### config.mk
export PLATFORM = sky130hd
export DESIGN_NAME = key_scan_debounce_long_press
export DESIGN_NICKNAME = d
export VERILOG_FILES = /design/src/design/kscan_pkg.sv /design/src/design/kscan_ram.sv /design/src/design/kscan_ctrl.sv /design/src/design/kscan_dp.sv /design/src/design/key_scan_debounce_long_press.sv
export SDC_FILE = /design/constraint.sdc
export NUM_CORES = 1
export LEC_CHECK = 0
export BUFFER_PORTS_ARGS = -buffer_cell sky130_fd_sc_hd__buf_2
export CORE_MARGIN = 3
export CORE_UTILIZATION = 44
export CTS_CLUSTER_SIZE = 12
export DETAILED_ROUTE_END_ITERATION = 10
export PLACE_DENSITY = 0.57
export SETUP_SLACK_MARGIN = 0.5
export SYNTH_ARGS = -nofsm -noshare
export SYNTH_HDL_FRONTEND = slang
export SYNTH_HIERARCHICAL = 1
export SYNTH_SLANG_ARGS = --single-unit
### constraint.sdc
create_clock -name clk -period 14.7 [get_ports clk]
set_input_delay 3.675 -clock clk [delete_from_list [all_inputs] [get_ports clk]]
set_output_delay 3.675 -clock clk [all_outputs]
set_load 0.02 [all_outputs]
### src/design/kscan_pkg.sv
// Shared types and constants for the key scanner.
// Used by kscan_ctrl, kscan_dp and key_scan_debounce_long_press; no dependencies.
package kscan_pkg;

  localparam int NUM_KEYS_DEF    = 6;
  localparam int QUEUE_DEPTH_DEF = 16;
  localparam int MASK_KEYS       = 6;    // keys that have a pin bit
  localparam int LIMIT_W         = 16;
  localparam int CODE_W          = 3;
  localparam int INDEX_W         = 3;
  localparam int MASK_W          = 6;
  localparam logic [LIMIT_W-1:0] LIMIT_RESET = 16'd100;

  // per-key debounce phase
  typedef enum logic [2:0] {
    PH_IDLE = 3'd0,
    PH_TRIP = 3'd1,
    PH_DOWN = 3'd2,
    PH_HELD = 3'd3,
    PH_REST = 3'd4
  } phase_t;

  typedef struct packed {
    logic activate;    // append key_index to the active list
    logic scan_start;  // latch pin states, snapshot list length
    logic step;        // step one listed key
    logic finish;      // commit compacted list length
    logic drain_read;  // read oldest queue entry
    logic load;        // pop entry into output register
  } cmd_t;

  typedef struct packed {
    logic step_done;   // every snapshot key visited
    logic q_nonempty;
    logic drain_full;  // per-scan result limit reached
  } status_t;

endpackage

### src/design/kscan_ram.sv
// Generic single-write, single-read RAM with registered read data.
// No dependencies.
module kscan_ram #(
  parameter int WIDTH = 3,
  parameter int DEPTH = 16
) (
  input  logic                     clk,
  input  logic                     we,
  input  logic [$clog2(DEPTH)-1:0] waddr,
  input  logic [WIDTH-1:0]         wdata,
  input  logic                     re,
  input  logic [$clog2(DEPTH)-1:0] raddr,
  output logic [WIDTH-1:0]         rdata
);

  logic [WIDTH-1:0] mem [DEPTH];

  always_ff @(posedge clk) begin
    if (we) begin
      mem[waddr] <= wdata;
    end
    if (re) begin
      rdata <= mem[raddr];
    end
  end

endmodule

### src/design/kscan_ctrl.sv
// Sequencer for the key scanner: accept, per-key stepping, queue drain.
// Depends on kscan_pkg.
module kscan_ctrl (
  input  logic               clk,
  input  logic               rst,
  input  logic               in_valid,
  input  logic               req_type,
  input  logic               out_stall,
  input  kscan_pkg::status_t status,
  output logic               in_stall,
  output logic               out_valid,
  output kscan_pkg::cmd_t    cmd
);

  typedef enum logic [4:0] {
    S_IDLE  = 5'b00001,
    S_STEP  = 5'b00010,
    S_DRAIN = 5'b00100,
    S_LOAD  = 5'b01000,
    S_SEND  = 5'b10000
  } state_t;

  state_t state, state_next;

  always_ff @(posedge clk) begin
    if (rst) begin
      state <= S_IDLE;
    end else begin
      state <= state_next;
    end
  end

  always_comb begin
    state_next = state;
    cmd        = '0;
    unique case (state)
      S_IDLE: begin
        if (in_valid) begin
          if (req_type) begin
            cmd.scan_start = 1'b1;
            state_next     = S_STEP;
          end else begin
            cmd.activate = 1'b1;
          end
        end
      end
      S_STEP: begin
        if (status.step_done) begin
          cmd.finish = 1'b1;
          state_next = S_DRAIN;
        end else begin
          cmd.step = 1'b1;
        end
      end
      S_DRAIN: begin
        if (status.q_nonempty && !status.drain_full) begin
          cmd.drain_read = 1'b1;
          state_next     = S_LOAD;
        end else begin
          state_next = S_IDLE;
        end
      end
      S_LOAD: begin
        cmd.load   = 1'b1;
        state_next = S_SEND;
      end
      S_SEND: begin
        if (!out_stall) begin
          state_next = S_DRAIN;
        end
      end
      default: state_next = S_IDLE;
    endcase
  end

  assign in_stall  = (state != S_IDLE);
  assign out_valid = (state == S_SEND);

endmodule

### src/design/kscan_dp.sv
// Key scanner datapath: key phases, hold counters, active list, event queue.
// Depends on kscan_pkg and kscan_ram.
module kscan_dp #(
  parameter int NUM_KEYS    = kscan_pkg::NUM_KEYS_DEF,
  parameter int QUEUE_DEPTH = kscan_pkg::QUEUE_DEPTH_DEF
) (
  input  logic                           clk,
  input  logic                           rst,
  input  kscan_pkg::cmd_t                cmd,
  input  logic [kscan_pkg::INDEX_W-1:0]  key_index,
  input  logic [kscan_pkg::MASK_W-1:0]   pressed_mask,
  input  logic                           cfg_we,
  input  logic [kscan_pkg::LIMIT_W-1:0]  cfg_data,
  output kscan_pkg::status_t             status,
  output logic [kscan_pkg::CODE_W-1:0]   key_code,
  output logic                           last
);

  localparam int KW = (NUM_KEYS > 1) ? $clog2(NUM_KEYS) : 1;
  localparam int CW = $clog2(NUM_KEYS + 1);
  localparam int QW = $clog2(QUEUE_DEPTH);
  localparam int LW = kscan_pkg::LIMIT_W;

  kscan_pkg::phase_t key_phase [NUM_KEYS];
  logic [LW-1:0]     hold_count [NUM_KEYS];
  logic [NUM_KEYS-1:0] key_active;
  logic [KW-1:0]     active_order [NUM_KEYS];
  logic [CW-1:0]     active_count;
  logic [LW-1:0]     long_press_limit;

  logic [kscan_pkg::MASK_W-1:0] mask;
  logic [CW-1:0] scan_n, scan_i, scan_j, drain_cnt;

  logic [QW-1:0] q_wr, q_rd;
  logic          q_nonempty;
  logic [QW-1:0] wr_inc, rd_inc;
  logic [kscan_pkg::CODE_W-1:0] q_rdata;

  // activate decode
  logic [KW-1:0] act_key;
  logic          act_ok;

  assign act_key = KW'(key_index);
  assign act_ok  = (32'(key_index) < NUM_KEYS) && !key_active[act_key] &&
                   (32'(active_count) < NUM_KEYS);

  // one key step
  logic [KW-1:0]     cur_key;
  kscan_pkg::phase_t cur_phase, ph_next;
  logic [LW-1:0]     cur_hold, hold_next;
  logic [LW:0]       hold_inc;
  logic [7:0]        mask_ext;
  logic              pressed, hold_we, keep, push;

  assign cur_key   = active_order[scan_i[KW-1:0]];
  assign cur_phase = key_phase[cur_key];
  assign cur_hold  = hold_count[cur_key];
  assign mask_ext  = {2'b00, mask};
  assign pressed   = (32'(cur_key) < kscan_pkg::MASK_KEYS) && mask_ext[3'(cur_key)];
  assign hold_inc  = {1'b0, cur_hold} + (LW+1)'(1);

  always_comb begin
    ph_next   = cur_phase;
    hold_next = cur_hold;
    hold_we   = 1'b0;
    keep      = 1'b1;
    push      = 1'b0;
    unique case (cur_phase)
      kscan_pkg::PH_IDLE: ph_next = pressed ? kscan_pkg::PH_TRIP : kscan_pkg::PH_REST;
      kscan_pkg::PH_TRIP: ph_next = pressed ? kscan_pkg::PH_DOWN : kscan_pkg::PH_REST;
      kscan_pkg::PH_DOWN: begin
        if (pressed) begin
          ph_next   = kscan_pkg::PH_HELD;
          hold_next = '0;
          hold_we   = 1'b1;
        end else begin
          ph_next = kscan_pkg::PH_REST;
        end
      end
      kscan_pkg::PH_HELD: begin
        if (!pressed) begin
          push    = 1'b1;
          keep    = 1'b0;
          ph_next = kscan_pkg::PH_IDLE;
        end else if (hold_inc > {1'b0, long_press_limit}) begin
          hold_next = long_press_limit;   // saturate and repeat
          hold_we   = 1'b1;
          push      = 1'b1;
        end else begin
          hold_next = hold_inc[LW-1:0];
          hold_we   = 1'b1;
        end
      end
      default: begin
        keep    = 1'b0;
        ph_next = kscan_pkg::PH_IDLE;
      end
    endcase
  end

  assign wr_inc = (q_wr == QW'(QUEUE_DEPTH - 1)) ? '0 : q_wr + 1'b1;
  assign rd_inc = (q_rd == QW'(QUEUE_DEPTH - 1)) ? '0 : q_rd + 1'b1;

  // control state
  always_ff @(posedge clk) begin
    if (rst) begin
      for (int k = 0; k < NUM_KEYS; k++) begin
        key_phase[k] <= kscan_pkg::PH_IDLE;
      end
      key_active       <= '0;
      active_count     <= '0;
      long_press_limit <= kscan_pkg::LIMIT_RESET;
      scan_n           <= '0;
      scan_i           <= '0;
      scan_j           <= '0;
      drain_cnt        <= '0;
      q_wr             <= '0;
      q_rd             <= '0;
      q_nonempty       <= 1'b0;
    end else begin
      if (cfg_we) begin
        long_press_limit <= cfg_data;
      end
      if (cmd.activate && act_ok) begin
        key_active[act_key] <= 1'b1;
        active_count        <= active_count + 1'b1;
      end
      if (cmd.scan_start) begin
        scan_n    <= active_count;
        scan_i    <= '0;
        scan_j    <= '0;
        drain_cnt <= '0;
      end
      if (cmd.step) begin
        scan_i             <= scan_i + 1'b1;
        key_phase[cur_key] <= ph_next;
        if (keep) begin
          scan_j <= scan_j + 1'b1;
        end else begin
          key_active[cur_key] <= 1'b0;
        end
        if (push) begin
          q_wr       <= wr_inc;
          q_nonempty <= 1'b1;
          if (wr_inc == q_rd) begin
            q_rd <= rd_inc;   // full: drop oldest
          end
        end
      end
      if (cmd.finish) begin
        active_count <= scan_j;
      end
      if (cmd.load) begin
        q_rd      <= rd_inc;
        drain_cnt <= drain_cnt + 1'b1;
        if (rd_inc == q_wr) begin
          q_nonempty <= 1'b0;
        end
      end
    end
  end

  // payload: list entries, counters, pin latch, output register
  always_ff @(posedge clk) begin
    if (cmd.activate && act_ok) begin
      active_order[active_count[KW-1:0]] <= act_key;
    end
    if (cmd.scan_start) begin
      mask <= pressed_mask;
    end
    if (cmd.step) begin
      if (hold_we) begin
        hold_count[cur_key] <= hold_next;
      end
      if (keep) begin
        active_order[scan_j[KW-1:0]] <= cur_key;   // in-place compaction
      end
    end
    if (cmd.load) begin
      key_code <= q_rdata;
      last     <= (rd_inc == q_wr) || (drain_cnt == CW'(NUM_KEYS - 1));
    end
  end

  kscan_ram #(
    .WIDTH (kscan_pkg::CODE_W),
    .DEPTH (QUEUE_DEPTH)
  ) u_queue (
    .clk   (clk),
    .we    (cmd.step && push),
    .waddr (q_wr),
    .wdata (kscan_pkg::CODE_W'(cur_key)),
    .re    (cmd.drain_read),
    .raddr (q_rd),
    .rdata (q_rdata)
  );

  assign status.step_done  = (scan_i == scan_n);
  assign status.q_nonempty = q_nonempty;
  assign status.drain_full = (drain_cnt == CW'(NUM_KEYS));

  a_list_bound: assert property (@(posedge clk) disable iff (rst)
    32'(active_count) <= NUM_KEYS)
    else $error("active list longer than key count");

  a_compact_order: assert property (@(posedge clk) disable iff (rst)
    scan_j <= scan_i)
    else $error("list write index passed read index");

  a_pop_nonempty: assert property (@(posedge clk) disable iff (rst)
    cmd.load |-> q_nonempty)
    else $error("pop from empty event queue");

  a_push_sets_nonempty: assert property (@(posedge clk) disable iff (rst)
    (cmd.step && push) |=> q_nonempty)
    else $error("queue empty right after push");

endmodule

### src/design/key_scan_debounce_long_press.sv
// Key scanner top: debounce, long-press repeat, overwrite-oldest event queue.
// Activate item: taken in the idle state, next item accepted the following cycle.
// Scan item: accept, a step for each listed key, a commit and a queue check, plus for each
//   reported event a queue RAM read, output load and handoff; a stalled handoff waits.
// One item in flight: in_stall holds off new items until the controller is back in idle.
// Reset (rst, synchronous, active high): all keys idle and inactive, list and queue empty,
//   long_press_limit back to 100.
// Depends on kscan_pkg, kscan_ctrl, kscan_dp, kscan_ram.
module key_scan_debounce_long_press #(
  parameter int NUM_KEYS    = kscan_pkg::NUM_KEYS_DEF,
  parameter int QUEUE_DEPTH = kscan_pkg::QUEUE_DEPTH_DEF
) (
  input  logic                          clk,
  input  logic                          rst,
  // input item channel
  input  logic                          in_valid,
  output logic                          in_stall,
  input  logic                          req_type,
  input  logic [kscan_pkg::INDEX_W-1:0] key_index,
  input  logic [kscan_pkg::MASK_W-1:0]  pressed_mask,
  // result item channel
  output logic                          out_valid,
  input  logic                          out_stall,
  output logic [kscan_pkg::CODE_W-1:0]  key_code,
  output logic                          last,
  // long_press_limit write port
  input  logic                          cfg_valid,
  output logic                          cfg_ready,
  input  logic [kscan_pkg::LIMIT_W-1:0] cfg_data
);

  kscan_pkg::cmd_t    cmd;
  kscan_pkg::status_t status;

  // register writes must arrive only while idle; the block does not enforce it (cfg_ready is tied high)
  assign cfg_ready = 1'b1;

  // controller: owns the input and result handshakes and sequences the datapath
  kscan_ctrl u_ctrl (
    .clk       (clk),
    .rst       (rst),
    .in_valid  (in_valid),
    .req_type  (req_type),
    .out_stall (out_stall),
    .status    (status),
    .in_stall  (in_stall),
    .out_valid (out_valid),
    .cmd       (cmd)
  );

  // datapath: key state, active list, event queue and output register;
  // key_code/last stay registered while a result item is stalled
  kscan_dp #(
    .NUM_KEYS    (NUM_KEYS),
    .QUEUE_DEPTH (QUEUE_DEPTH)
  ) u_dp (
    .clk          (clk),
    .rst          (rst),
    .cmd          (cmd),
    .key_index    (key_index),
    .pressed_mask (pressed_mask),
    .cfg_we       (cfg_valid && cfg_ready),
    .cfg_data     (cfg_data),
    .status       (status),
    .key_code     (key_code),
    .last         (last)
  );

endmodule
## Word-level counts from Yosys, hierarchy flattened

Memories as Yosys holds them, arrays and structs flattened. A register that Yosys moved wholly into a read port is not among the register bits.
Index checks and enable logic that the tools add are counted.

| word-level totals | value |
|---|---|
| bits in registers | 61 |
| bits in latches | 0 |
| RAM bits | 180 |
| bits in read-only memories | 0 |
| output and inout port bits | 7 |
| logic and storage cells | 165 |
| memories kept | 4 |

Memory list:

| memory | depth | width | rd ports | clocked after memory_dff | wr ports | line | source |
|---|---|---|---|---|---|---|---|
| u_dp.hold_count | 6 | 16 | 1 | 0 | 1 | kscan_dp.sv:25 | `logic [LW-1:0] hold_count [NUM_KEYS];` |
| u_dp.u_queue.mem | 16 | 3 | 1 | 1 | 1 | kscan_ram.sv:16 | `logic [WIDTH-1:0] mem [DEPTH];` |
| u_dp.active_order | 6 | 3 | 1 | 1 | 1 | kscan_dp.sv:27 | `logic [KW-1:0] active_order [NUM_KEYS];` |
| u_dp.key_phase | 6 | 3 | 1 | 0 | 6 | kscan_dp.sv:24 | `kscan_pkg::phase_t key_phase [NUM_KEYS];` |

| operators by class | value |
|---|---|
| $add $sub $neg | 7 |
| $mul | 0 |
| divide/modulo/power cells | 0 |
| $lt $le $gt $ge | 8 |
| equality and inequality tests | 20 |
| shift operators | 0 |
| mux-type cells | 84 |
| bitwise operators | 3 |
| reductions and logical operators | 25 |

Operators with widths:

| operator | count |
|---|---|
| $mux 3 | 18 |
| $mux 16 | 3 |
| $mux 1 | 37 |
| $pmux 16 s2 | 1 |
| $mux 4 | 7 |
| $pmux 5 s5 | 1 |
| $mux 6 | 4 |
| $mux 5 | 4 |
| $add 16x1->17 const B | 1 |
| $gt 17x16->1 | 1 |
| $add 3x1->3 const B | 4 |
| $pmux 3 s4 | 1 |
| $reduce_bool 2->1 | 6 |
| $lt 3x3->1 const B | 3 |
| $reduce_or 3->1 | 3 |
| $add 4x1->4 const B | 2 |
| $eq 4x4->1 | 2 |
| $eq 4x4->1 const B | 2 |
| $logic_and 1x1->1 | 8 |
| $lt 3x4->1 const B | 2 |
| $ne 2x2->1 const B | 4 |
| $and 6x6->6 | 1 |
| $bmux 1 s3 | 2 |
| $demux 1 s3 | 2 |
| 22 further kinds | 28 |

## Logic depth before layout (Yosys ltp)

| logic depth | value |
|---|---|
| depth in word-level cells | 11 |
| mapped depth | 26 |
| mapped depth without buffers | 22 |

## Modules after synthesis

The synthesis kept the hierarchy.

By module, submodules not included:

| module | times used | cells each | area each (um2) |
|---|---|---|---|
| kscan_dp | 1 | 910 | 9950.8 |
| kscan_ram | 1 | 103 | 2042.0 |
| kscan_ctrl | 1 | 43 | 357.8 |
| key_scan_debounce_long_press | 1 | 2 | 11.3 |

## Least setup slack after synthesis

No wires, ideal clock.

| path | value |
|---|---|
| kind | register -> register |
| from | reg (tool-made name) |
| to | mem u_dp.u_queue.mem[0][0] (enable) |
| setup time | 0.345 ns |
| arrival | 5.357 ns |
| required time | 14.355 ns |
| slack | 8.999 ns |
| stages on the path, launching flop included | 26 |
| path buffers | 4 |
| period minus slack after synthesis | 5.701 ns |
| cells stage by stage | dfxtp_1 buf_6 mux2i_1 nand2_1 nand2_1 buf_2 buf_2 buf_2 o21ai_0 o22a_1 inv_1 ha_1 inv_1 or3_1 nor3_1 xnor2_1 ha_1 a21o_1 a21o_1 a21oi_1 o2111ai_1 a21oi_1 nor2b_1 a21oi_2 or3b_2 nor3_1 |

RTL lines:

| element | line |
|---|---|
| to (decl) | kscan_ram.sv:16 |

==> impl_metrics.env <==
export IMPL_outcome="finished, final reports clean"
export IMPL_cts_buffers=29
export IMPL_globalRouteTotalUtil=0.196
export IMPL_num_nets_final=1142
export IMPL_antenna_found_initial=0
export IMPL_synth_cell_type_count=90
export IMPL_cts_sinks=253
export IMPL_drive_gt1_frac=0.140
export IMPL_pwr_share_seq=0.484
export IMPL_crit_required_ns=14.98
export IMPL_most_common_layout_cells="edfxtp_1, nor2_1, nand2_1"
export IMPL_grt_pass1_wl_um=47100
export IMPL_slew_headroom=0.339
export IMPL_vias=8435
export IMPL_max_freq_mhz=141
export IMPL_setup_viol=0
export IMPL_syn_inst=1058
export IMPL_ios=38
export IMPL_power_leakage_nw=4.91
export IMPL_sw_frac_of_total=0.217
export IMPL_finalHoldViolCount=0
export IMPL_cap_violations=0
export IMPL_rows=60
export IMPL_grt_overflow_total=0
export IMPL_ys_flop_type="edfxtp_1"
export IMPL_period_minus_slack_ns=7.07
export IMPL_netlist_area_sq_um=12400
export IMPL_crit_path_start_kind="register"
export IMPL_fin_skew_ns=0.0174
export IMPL_coreArea_sq_um=27300
export IMPL_drc=0
export IMPL_antenna_cells=0
export IMPL_dieWidth_um=174
export IMPL_yosys_register_bits=253
export IMPL_synth_nets=1114
export IMPL_final_common_cell="edfxtp_1"
export IMPL_fp_dieH_um=174
export IMPL_start_util=0.454
export IMPL_grt_pass1_vias=8198
export IMPL_syn2layout_area_growth_pct=12.3
export IMPL_combPwrFrac=0.065
export IMPL_clk_pin_slew_ns=0.06
export IMPL_n_fill_cell=2413
export IMPL_hold_buffers=0
export IMPL_die_area_sq_um=30100
export IMPL_clock_path_buffers=3
export IMPL_post_cts_setup_buffer_count=0
export IMPL_pwr_share_clk=0.450
export IMPL_rrSetupSlack_ns=7.63
export IMPL_switching_power_w=0.000352
export IMPL_first_pass_iters=5
export IMPL_path_buf_inv=3
export IMPL_dp_hpwl_um=20000
export IMPL_crit_path_end_kind="register"
export IMPL_cp_max_fo=43
export IMPL_maxSlewViolCount=0
export IMPL_grt_max_degree=48
export IMPL_drtIter0Drc=677
export IMPL_rsz0062_at_grt="no"
export IMPL_drt_wl_total_um=30200
export IMPL_synth_edf_count=199
export IMPL_wl_per_cell_um=20.4
export IMPL_finalSetupTns_ns=0
export IMPL_critical_path_slowest_cell="and2_1"
export IMPL_synth_top_area_cell="edfxtp_1"
export IMPL_internal_power_w=0.00127
export IMPL_cts_htree_levels=1
export IMPL_p_total_w=0.00162
export IMPL_postSynthAreaPerCell_sq_um=11.7
export IMPL_synth_top_cell_area_share=0.483
export IMPL_drtAntennaViolNets=0
export IMPL_place_inst=1427
export IMPL_gp_congestion=0.823
export IMPL_tightest_slew_ns=0.977
export IMPL_arrival_ns=7.35
export IMPL_ctsResizeCount=0
export IMPL_yosysWarnings=6
export IMPL_fin_cells=1480
export IMPL_synth_area_leaders="edfxtp_1, dfxtp_1, mux2i_1"
export IMPL_max_stage_delay_ns=0.70
export IMPL_critPathTopFamily="simple AND/OR/NAND/NOR gates"
export IMPL_io_buffers=36
export IMPL_max_vdd_ir_drop_v=0.0000870
export IMPL_synth_async_sr_flop_share=0
export IMPL_min_period_over_period=0.481
export IMPL_clock_latency_ns=0.54
export IMPL_hold_class="register to register"
export IMPL_worstPathCellList="mux2i_1 -> a22oi_2 -> buf_4 -> nand2_1 -> inv_2 -> nand2_1 -> a311o_1 -> nor4_2 -> nand3_1 -> xor2_1 -> ha_1 -> nand4_1 -> nor2_1 -> nand3_1 -> o2111a_1 -> a21oi_1 -> buf_4 -> and2_1 -> mux2_4 -> o22ai_1"
export IMPL_worstSetupPathType="register to register"
export IMPL_viasPerCell=5.70
export IMPL_cts_tree="done"
export IMPL_ctsRootBufferMaster="clkbuf_16"
export IMPL_hp_start="u_dp/u_queue/rdata[2]$_DFFE_PP_"
export IMPL_power_density_nw_per_um2=117
export IMPL_yosysSeqAreaShare=0.571
synthesized netlist by cell type (6+ instances only):
| library cell | instances |
|---|---|
| nor4_1 | 6 |
| or3_1 | 7 |
| a31oi_1 | 26 |
| buf_6 | 6 |
| inv_1 | 36 |
| nand2_1 | 71 |
| and3_1 | 16 |
| clkbuf_1 | 32 |
| o21ai_0 | 44 |
| mux2i_1 | 52 |
| nor2b_1 | 14 |
| nor3_1 | 25 |
| mux4_1 | 8 |
| xnor2_1 | 12 |
| and2_1 | 6 |
| ha_1 | 25 |
| dfxtp_1 | 54 |
| nand3b_1 | 8 |
| edfxtp_1 | 199 |
| nor2_1 | 105 |
| o22ai_1 | 14 |
| nand4_1 | 10 |
| buf_4 | 8 |
| buf_2 | 11 |
| a211oi_1 | 21 |
| a21oi_1 | 56 |
| xor2_1 | 19 |
| nand3_1 | 34 |
| nand2b_1 | 11 |
state kept, by name, summed over array words and instances, names as in the netlist, 5 cells and up, named ones only:
register / count
u_dp/u_queue/mem: 48
u_dp/key_phase: 24
u_dp/hold_count: 96
u_dp/key_active: 6
u_dp/mask: 6
u_ctrl/state: 5
u_dp/long_press_limit: 16
u_dp/active_order: 18
cells by family after synthesis:
kind of cell,count (synthesis),share of synthesized area
AND/OR/NAND/NOR,342,0.141
flip-flops,253,0.571
AO/OA/AOI/OAI,233,0.127
buffers and inverters,100,0.0377
multiplexers,73,0.0755
XOR/XNOR,31,0.0220
adder cells (fa/ha/maj),25,0.0253
other,1,0.000303
routing by layer:
metal	GRT usage	vias to the layer above	part of all wire
met4	0.0570	0	0.025
li1	-	4052	-
met2	0.329	200	0.47
met1	0.265	4130	0.46
met3	0.0283	53	0.042
met5	0	-	0
power by group through the flow:
stage | clock, W | sequential, W | combinational [W]
after floorplan | 0 | 0.000797 | 0.0000751
after global placement | 0 | 0.000799 | 0.000105
after detailed placement | 0 | 0.000799 | 0.000106
after CTS | 0.000746 | 0.000784 | 0.000106
after global routing | 0.000781 | 0.000784 | 0.000117
final | 0.000729 | 0.000784 | 0.000106
area by class of cell:
type / count / area (sq um) / area share
Tap cell: 372 / 465 / 0.0335
Inverter: 41 / 155 / 0.0112
Clock buffer: 43 / 892 / 0.0643
Timing Repair Buffer: 56 / 330 / 0.0238
Multi-Input combinational cell: 705 / 4880 / 0.352
Clock inverter: 10 / 100 / 0.00721
Sequential cell: 253 / 7060 / 0.508
per-stage QoR:
step / hold slack (ns) / cell area (sq um) / util / worst slack [ns]
floorplan: 0.400 / 12400 / - / 9.00
global placement: 0.402 / 12900 / 0.473 / 7.82
detailed placement: 0.405 / 12900 / 0.473 / 7.70
CTS: 0.419 / 13900 / 0.509 / 7.68
global route: 0.422 / 13900 / 0.509 / 7.09
finish: 0.418 / 13900 / 0.509 / 7.63
final timing paths:
path | to | depth (start not counted)
min | u_dp/key_code[2]$_DFFE_PP_ | 0
max reg2reg | u_dp/hold_count[1][12]$_DFFE_PP_ | 20
min reg2reg | u_dp/key_code[2]$_DFFE_PP_ | 0
max | u_dp/hold_count[1][12]$_DFFE_PP_ | 20
Power figures use the tool's default switching activity.
